--- config.mk ---
export PLATFORM = sky130hd
export DESIGN_NAME = pncm_dist
export DESIGN_NICKNAME = d
export VERILOG_FILES = /design/src/rtl/pncm_pkg.sv /design/src/rtl/pncm_dist.sv
export SDC_FILE = /design/constraint.sdc
export NUM_CORES = 1
export LEC_CHECK = 0
export ABC_CLOCK_PERIOD_IN_PS = 5380
export BUFFER_PORTS_ARGS = -buffer_cell sky130_fd_sc_hd__buf_2
export CAP_MARGIN = 10
export CORE_ASPECT_RATIO = 0.9
export CORE_MARGIN = 8
export CORE_UTILIZATION = 40
export DETAILED_ROUTE_END_ITERATION = 10
export PLACE_DENSITY = 0.58
export SYNTH_ARGS = -nofsm -noshare
export SYNTH_HDL_FRONTEND = slang
export SYNTH_SLANG_ARGS = --single-unit
--- constraint.sdc ---
create_clock -name clk -period 5.38 [get_ports clk]
set_clock_uncertainty 0.15 [all_clocks]
set_input_delay 1.076 -clock clk [delete_from_list [all_inputs] [get_ports clk]]
set_output_delay 1.076 -clock clk [all_outputs]
set_load 0.02 [all_outputs]
--- src/rtl/pncm_pkg.sv ---
// Package for the palette nearest color match block.
// Holds the request codes, field widths and the sample/result structs shared by the top level and the distance unit.
`timescale 1ns / 1ps
`default_nettype none

package pncm_pkg;

    localparam int PALETTE_ENTRIES_DEF = 256;
    localparam int CHAN_W              = 8;
    localparam int COLOR_W             = 3 * CHAN_W;
    localparam int SQ_W                = 2 * CHAN_W;
    // 3 * 255 * 255 = 195075 fits in 18 bits
    localparam int DIST_W              = 18;
    localparam int IDX_W_MAX           = 8;

    localparam logic [CHAN_W-1:0] CHAN_KEEP_MASK = 8'hFC;

    localparam logic OP_WRITE = 1'b0;
    localparam logic OP_QUERY = 1'b1;

    // One palette entry on its way from the RAM to the distance unit
    typedef struct packed {
        logic                 vld;
        logic                 last;
        logic [IDX_W_MAX-1:0] idx;
    } pncm_sample_t;

    // Outcome of a scan
    typedef struct packed {
        logic                 done;
        logic [IDX_W_MAX-1:0] best_idx;
    } pncm_result_t;

    function automatic logic [COLOR_W-1:0] pack_entry(
        input logic [CHAN_W-1:0] r,
        input logic [CHAN_W-1:0] g,
        input logic [CHAN_W-1:0] b
    );
        pack_entry = {r & CHAN_KEEP_MASK, g & CHAN_KEEP_MASK, b & CHAN_KEEP_MASK};
    endfunction

endpackage

`default_nettype wire

--- src/rtl/pncm_dist.sv ---
// Distance unit: squares the channel differences, sums them and keeps the running minimum.
// Depends on pncm_pkg.
`timescale 1ns / 1ps
`default_nettype none

module pncm_dist (
    input  wire logic                     clk,
    input  wire logic                     rst_n,
    input  wire logic                     start,
    input  wire pncm_pkg::pncm_sample_t   sample,
    input  wire logic [pncm_pkg::COLOR_W-1:0] entry_color,
    input  wire logic [pncm_pkg::COLOR_W-1:0] query_color,
    output pncm_pkg::pncm_result_t        result
);

    import pncm_pkg::*;

    logic [CHAN_W-1:0]    d_r, d_g, d_b;
    logic [SQ_W-1:0]      sq_r_reg, sq_g_reg, sq_b_reg;
    pncm_sample_t         s2_reg;
    logic [DIST_W-1:0]    sum_sq;
    logic [DIST_W-1:0]    best_dist_reg, best_dist_next;
    logic [IDX_W_MAX-1:0] best_idx_reg, best_idx_next;
    logic                 done_reg, done_next;

    function automatic logic [CHAN_W-1:0] abs_diff(
        input logic [CHAN_W-1:0] a,
        input logic [CHAN_W-1:0] b
    );
        abs_diff = (a > b) ? (a - b) : (b - a);
    endfunction

    always_comb
    begin
        d_r = abs_diff(query_color[3*CHAN_W-1:2*CHAN_W], entry_color[3*CHAN_W-1:2*CHAN_W]);
        d_g = abs_diff(query_color[2*CHAN_W-1:CHAN_W],   entry_color[2*CHAN_W-1:CHAN_W]);
        d_b = abs_diff(query_color[CHAN_W-1:0],          entry_color[CHAN_W-1:0]);
    end

    // square stage
    always_ff @(posedge clk)
    begin
        sq_r_reg <= SQ_W'(d_r) * SQ_W'(d_r);
        sq_g_reg <= SQ_W'(d_g) * SQ_W'(d_g);
        sq_b_reg <= SQ_W'(d_b) * SQ_W'(d_b);
    end

    always_ff @(posedge clk or negedge rst_n)
    begin
        if (!rst_n)
        begin
            s2_reg <= '0;
        end
        else
        begin
            s2_reg <= sample;
        end
    end

    // sum and compare stage; strict less keeps the lowest index on ties
    always_comb
    begin
        sum_sq         = DIST_W'(sq_r_reg) + DIST_W'(sq_g_reg) + DIST_W'(sq_b_reg);
        best_dist_next = best_dist_reg;
        best_idx_next  = best_idx_reg;
        done_next      = 1'b0;
        priority if (start)
        begin
            best_dist_next = '1;
            best_idx_next  = '0;
        end
        else if (s2_reg.vld)
        begin
            if (sum_sq < best_dist_reg)
            begin
                best_dist_next = sum_sq;
                best_idx_next  = s2_reg.idx;
            end
            done_next = s2_reg.last;
        end
        else
        begin
            // no sample this cycle: hold the running minimum
            done_next = 1'b0;
        end
    end

    always_ff @(posedge clk or negedge rst_n)
    begin
        if (!rst_n)
        begin
            best_dist_reg <= '1;
            best_idx_reg  <= '0;
            done_reg      <= 1'b0;
        end
        else
        begin
            best_dist_reg <= best_dist_next;
            best_idx_reg  <= best_idx_next;
            done_reg      <= done_next;
        end
    end

    assign result.done     = done_reg;
    assign result.best_idx = best_idx_reg;

endmodule

`default_nettype wire
=== Word-level counts from Yosys, hierarchy flattened ===
Cells that the tools add are included.

* Latch bits: 0
* Bits in read-only memories: 0
* Logic and storage cells: 38
* Bits in registers: 85
* Input port bits: 61
* Bits in writable memories: 0
* Memories: 0

* Bitwise operators: 0
* Order comparisons: 4
* $mul: 3
* Eq/ne operators: 0
* Mux-type cells: 11
* Div/mod/pow operators: 0
* Reduce and logical (&&, ||, !) cells: 3
* Add/sub/neg operators: 8
* Shift-type cells: 0

{| class="wikitable"
|+ Operator list
! operator !! count
|-
| 18-bit two-way mux || 3
|-
| 8-bit by 8-bit multiplier with 16-bit output || 3
|-
| 8-bit two-way mux || 6
|-
| 8-bit subtractor || 6
|-
| 8-bit > comparator || 3
|-
| 17-bit by 16-bit adder with 18-bit output || 1
|-
| 18-bit < comparator || 1
|-
| 16-bit by 16-bit adder with 17-bit output || 1
|-
| 2-bit nonzero test || 2
|-
| 1-bit two-way mux || 2
|-
| 2-bit AND reduction || 1
|}

=== Logic depth before layout (Yosys ltp) ===
* Depth after elaboration: 6
* Gate-level depth with buffers: 28
* Gate-level depth less buffers: 27

=== Least setup slack after synthesis ===
No wires, ideal clock.

* Path kind: in2reg
* Start point: in query_color[8] in the netlist's numbering
* End point: reg sq_g_reg[15]
* Cell stages on the path: 26
* Slack: -1.365 ns
* Setup time: 0.121 ns
* Data arrival time: 6.474 ns
* Path through: inv_1 ha_1 inv_1 fa_1 nand3_1 a21oi_2 o31ai_4 mux2_1 o2111ai_1 and2_1 buf_2 nand2b_1 fa_1 inv_1 fa_1 fa_1 inv_1 fa_1 inv_1 ha_1 o21a_1 o211ai_1 and2_1 a21oi_1 a31oi_1 xnor2_1

* Longest elaborated chain between the ends: 3
* Elaborated cells between the ends (all ways): 5

{| class="wikitable"
|+ RTL lines
! what !! RTL line !! RTL
|-
| from (decl) || pncm_dist.sv:12 || <nowiki>input wire logic [pncm_pkg::COLOR_W-1:0] query_color,</nowiki>
|-
| 8-bit subtractor or 8-bit > comparator (tied branches) || pncm_dist.sv:30 || <nowiki>abs_diff = (a > b) ? (a - b) : (b - a);</nowiki>
|-
| 8-bit two-way mux (*) || pncm_dist.sv:30 ||
|-
| 8-bit by 8-bit multiplier with 16-bit output (*) || pncm_dist.sv:44 || <nowiki>sq_g_reg <= SQ_W'(d_g) * SQ_W'(d_g);</nowiki>
|-
| to (signal assigned) || pncm_dist.sv:44 ||
|-
| to (decl) || pncm_dist.sv:19 || <nowiki>logic [SQ_W-1:0] sq_r_reg, sq_g_reg, sq_b_reg;</nowiki>
|}

Every way passes the cells marked *; elsewhere a longest branch is shown, timed or not.
A chain may end at the register's enable or synchronous reset.

=== Final worst setup path ===
* Start point: in query_color[16] in the netlist's numbering
* End point: reg sq_r_reg[12]

* Longest elaborated chain between the ends: 3
* Elaborated cells between the ends (all ways): 5

{| class="wikitable"
|+ RTL lines
! what !! RTL line !! RTL
|-
| 8-bit subtractor or 8-bit > comparator (tied branches) || pncm_dist.sv:30 ||
|-
| 8-bit two-way mux (*) || pncm_dist.sv:30 ||
|-
| 8-bit by 8-bit multiplier with 16-bit output (*) || pncm_dist.sv:43 || <nowiki>sq_r_reg <= SQ_W'(d_r) * SQ_W'(d_r);</nowiki>
|-
| to (signal assigned) || pncm_dist.sv:43 ||
|-
| to (decl) || pncm_dist.sv:19 ||
|}

Marked as above.

==> impl_results.md <==
- Avg Synthesized Cell Area: 8.89 um^2
- RSZ-0062 raised after global routing: yes
- P&R area growth vs syn: 42.9%
- Warnings from Yosys: 0
- Crit share post-route: 1.15
- Max Slew Vio Count: 0
- Total wire length: 25,800 um
- CP arrival: 6.28 ns
- HPWL after DPL: 21,600 um
- H-tree Lvls: 3
- Reg-to-reg critical path startpoint: sq_b_reg[3]$_DFF_P_
- Starting Density: 0.407
- Failing checks: negative setup slack
- Max_slew headroom: 0.459
- CTS tree: built
- Area share of the largest cell type after synthesis: 0.189
- Peak Freq: 161 MHz
- Rows: 57
- Async S/R FF share, synth: 0.451
- Cell count after synthesis: 1,237
- Largest net degree at the start of global routing: 38
- Post-synth top cells: inv_1 (228), ha_1 (166), fa_1 (97)
- Worst-margin pin slew: 0.812 ns
- Gr ovfl total: 0
- Required time of the critical path: 5.45 ns
- CP endpoint kind: flop
- Main synth FF type: dfxtp_1
- Initial DRC count: 341
- Clk sinks: 82
- DR DRC count: 0
- Cell variety after synth: 79
- Die height: 173 um
- Global-route wire length before repair: 44,500 um
- Post-route ant nets: 0
- Initial antenna violation count: 0
- CTS root buf: clkbuf_16
- Die area: 0.0331 mm^2
- Seq cells post-synth: 82
- Vias in the first global route: 9,746
- Synth top area cells: ha_1 (19%), fa_1 (18%), dfxtp_1 (8.2%), inv_1 (7.8%), dfrtp_1 (4.3%)
- Reg-to-reg slack, setup: 0.87 ns
- Most common cell in the netlist: inv_1
- Average wire per standard cell: 13.2 um
- Number of synthesized flops with an enable pin: 0
- Outcome: finished, violations left
- Worst min path class: reg2reg
- Final hold slack: 0.350 ns
- Crit start category: input port
- Register area share after synthesis: 0.168
- Hold Startpoint: s2_reg[8]$_DFF_PN0_
- Crit path kind: in2reg
- Via density: 4.84
- Placed cell areas: 0.0143 mm^2
- Hold Path End: done_reg$_DFF_PN0_
- Ant diodes: 0
- Io pins: 70
- Critical Path Fanout Max: 5
- Placeable Area: 0.0270 mm^2
- Max clock buf depth: 2
- Finished Cell Area: 0.0157 mm^2
- Max-cap violations: 0
- Number of flip-flops in the largest register: 18
- Clk slew on worst S/H paths: 0.07 ns
- Dominant cell type by area after synthesis: ha_1
- Router iterations before antenna repair: 5
- Setup ws final: -0.824 ns
- GPL Wtd Cong: 0.865
- Min Tclk post-route: 6.20 ns
- Layout net count: 1,913
- Setup-failing EPs final: 28
- Vias: 9,435
- Chip Width: 191 um
- Reg-to-Reg End: best_dist_reg[7]$_DFFE_PN1P_
- Total GRT Usage: 0.157
- Fraction of layout cells with a size suffix above 1: 0.411
- Post-Synthesis Cell Area: 0.0110 mm^2
- Setup TNS: -14.58 ns
- R2R depth: 15
- Buffers on Ports: 69
- TritonCTS buffer count: 9
- Hold depth: 1
- Clk Latency, worst-skew pair: 0.34 ns
- Hold Vio Cnt, Final: 0
## worst max path at each step
stage | startpoint | endpoint | slack, ns | cells past startpoint
global placement | query_color[16] | sq_r_reg[13]$_DFF_P_ | -1.20 | 27
detailed placement | query_color[16] | sq_r_reg[13]$_DFF_P_ | -1.25 | 27
CTS | query_color[16] | sq_r_reg[12]$_DFF_P_ | -0.81 | 25
finish | query_color[16] | sq_r_reg[12]$_DFF_P_ | -0.82 | 27
global route | query_color[16] | sq_r_reg[12]$_DFF_P_ | -1.03 | 27
floorplan | query_color[16] | sq_r_reg[13]$_DFF_P_ | -0.91 | 26
## logic make-up (layout without fill, tap and decap cells)
group	Yosys count	after routing	synth area share
fa+ha+maj	263	263	0.365
buf+inv	261	617	0.0927
compound gates	284	284	0.181
flops	82	82	0.168
other cells	2	3	0.000683
mux	14	14	0.0130
simple gates	262	262	0.120
xor+xnor	69	69	0.0591
## per-stage QoR
stage | cells | worst slack, ns | util
finish | 1948 | -0.824 | 0.581
global route | 1948 | -1.03 | 0.581
floorplan | 1238 | -0.914 | -
CTS | 1937 | -0.813 | 0.565
global placement | 1895 | -1.20 | 0.530
detailed placement | 1895 | -1.25 | 0.530
## cells in the final DEF (no fill, tap or decap), types with 8 or more instances in the layout
cell type  count
a21o_1        33
a21oi_1       54
a21oi_2       15
a21oi_4       11
buf_2         64
buf_4        272
buf_6         30
clkbuf_16      9
dfrtp_1       19
dfstp_2       18
dfxtp_1       45
fa_1          79
fa_2          18
ha_1         133
ha_4          30
inv_1        188
inv_2         39
mux2i_1        8
nand2_1       28
nand2b_1      10
nand3_1       27
nor2_1        76
nor2_2        14
nor2b_1       11
o211ai_1      19
o21a_1        20
o21ai_0       33
o21ai_2        9
xnor2_1       25
xnor2_2       14
xor2_1        23
## final cells by class
type,count,area (um^2)
Inverter,230,901
Clock inverter,7,103
Timing Repair Buffer,371,2800
Multi-Input combinational cell,895,9390
Sequential cell,82,1850
Tap cell,354,443
Clock buffer,9,225
Fill cell,2427,11300
## metal layers
metal | vias to the layer above | global-route usage | wire (um) | part of all wire
met5 | - | 0 | 0 | 0
met4 | 0 | 0.0226 | 211 | 0.0082
met3 | 18 | 0.0195 | 606 | 0.023
met2 | 106 | 0.263 | 12200 | 0.47
met1 | 4482 | 0.218 | 12800 | 0.49
li1 | 4829 | - | - | -
## what timing repair did
item                                   CTS  global route
buffers inserted                        31            15
setup endpoints to repair               32            34
pin swaps                               57            60
hold buffers                             0             0
endpoints found under the hold margin    0             0
resized for setup                       92            75
## worst max-delay path, cell delays in order
cell and delay, ns:
buf_12 0.09, inv_12 0.03, ha_4 0.14, inv_2 0.05, fa_2 0.18, a21o_1 0.17, a2111oi_4 0.09, o21a_2 0.24
buf_6 0.13, or4b_4 0.53, and3_4 0.21, nor2_4 0.11, buf_6 0.12, nor2_1 0.05, fa_1 0.49, fa_2 0.59
inv_2 0.04, fa_2 0.42, fa_1 0.53, inv_2 0.04, ha_4 0.17, buf_4 0.13, nor3_2 0.18, nor2_2 0.06
a31oi_1 0.17, o21bai_1 0.09, xor2_1 0.14
Power is not shown: default switching activity piles up to over one toggle a cycle in this logic, so the estimate is an artifact.
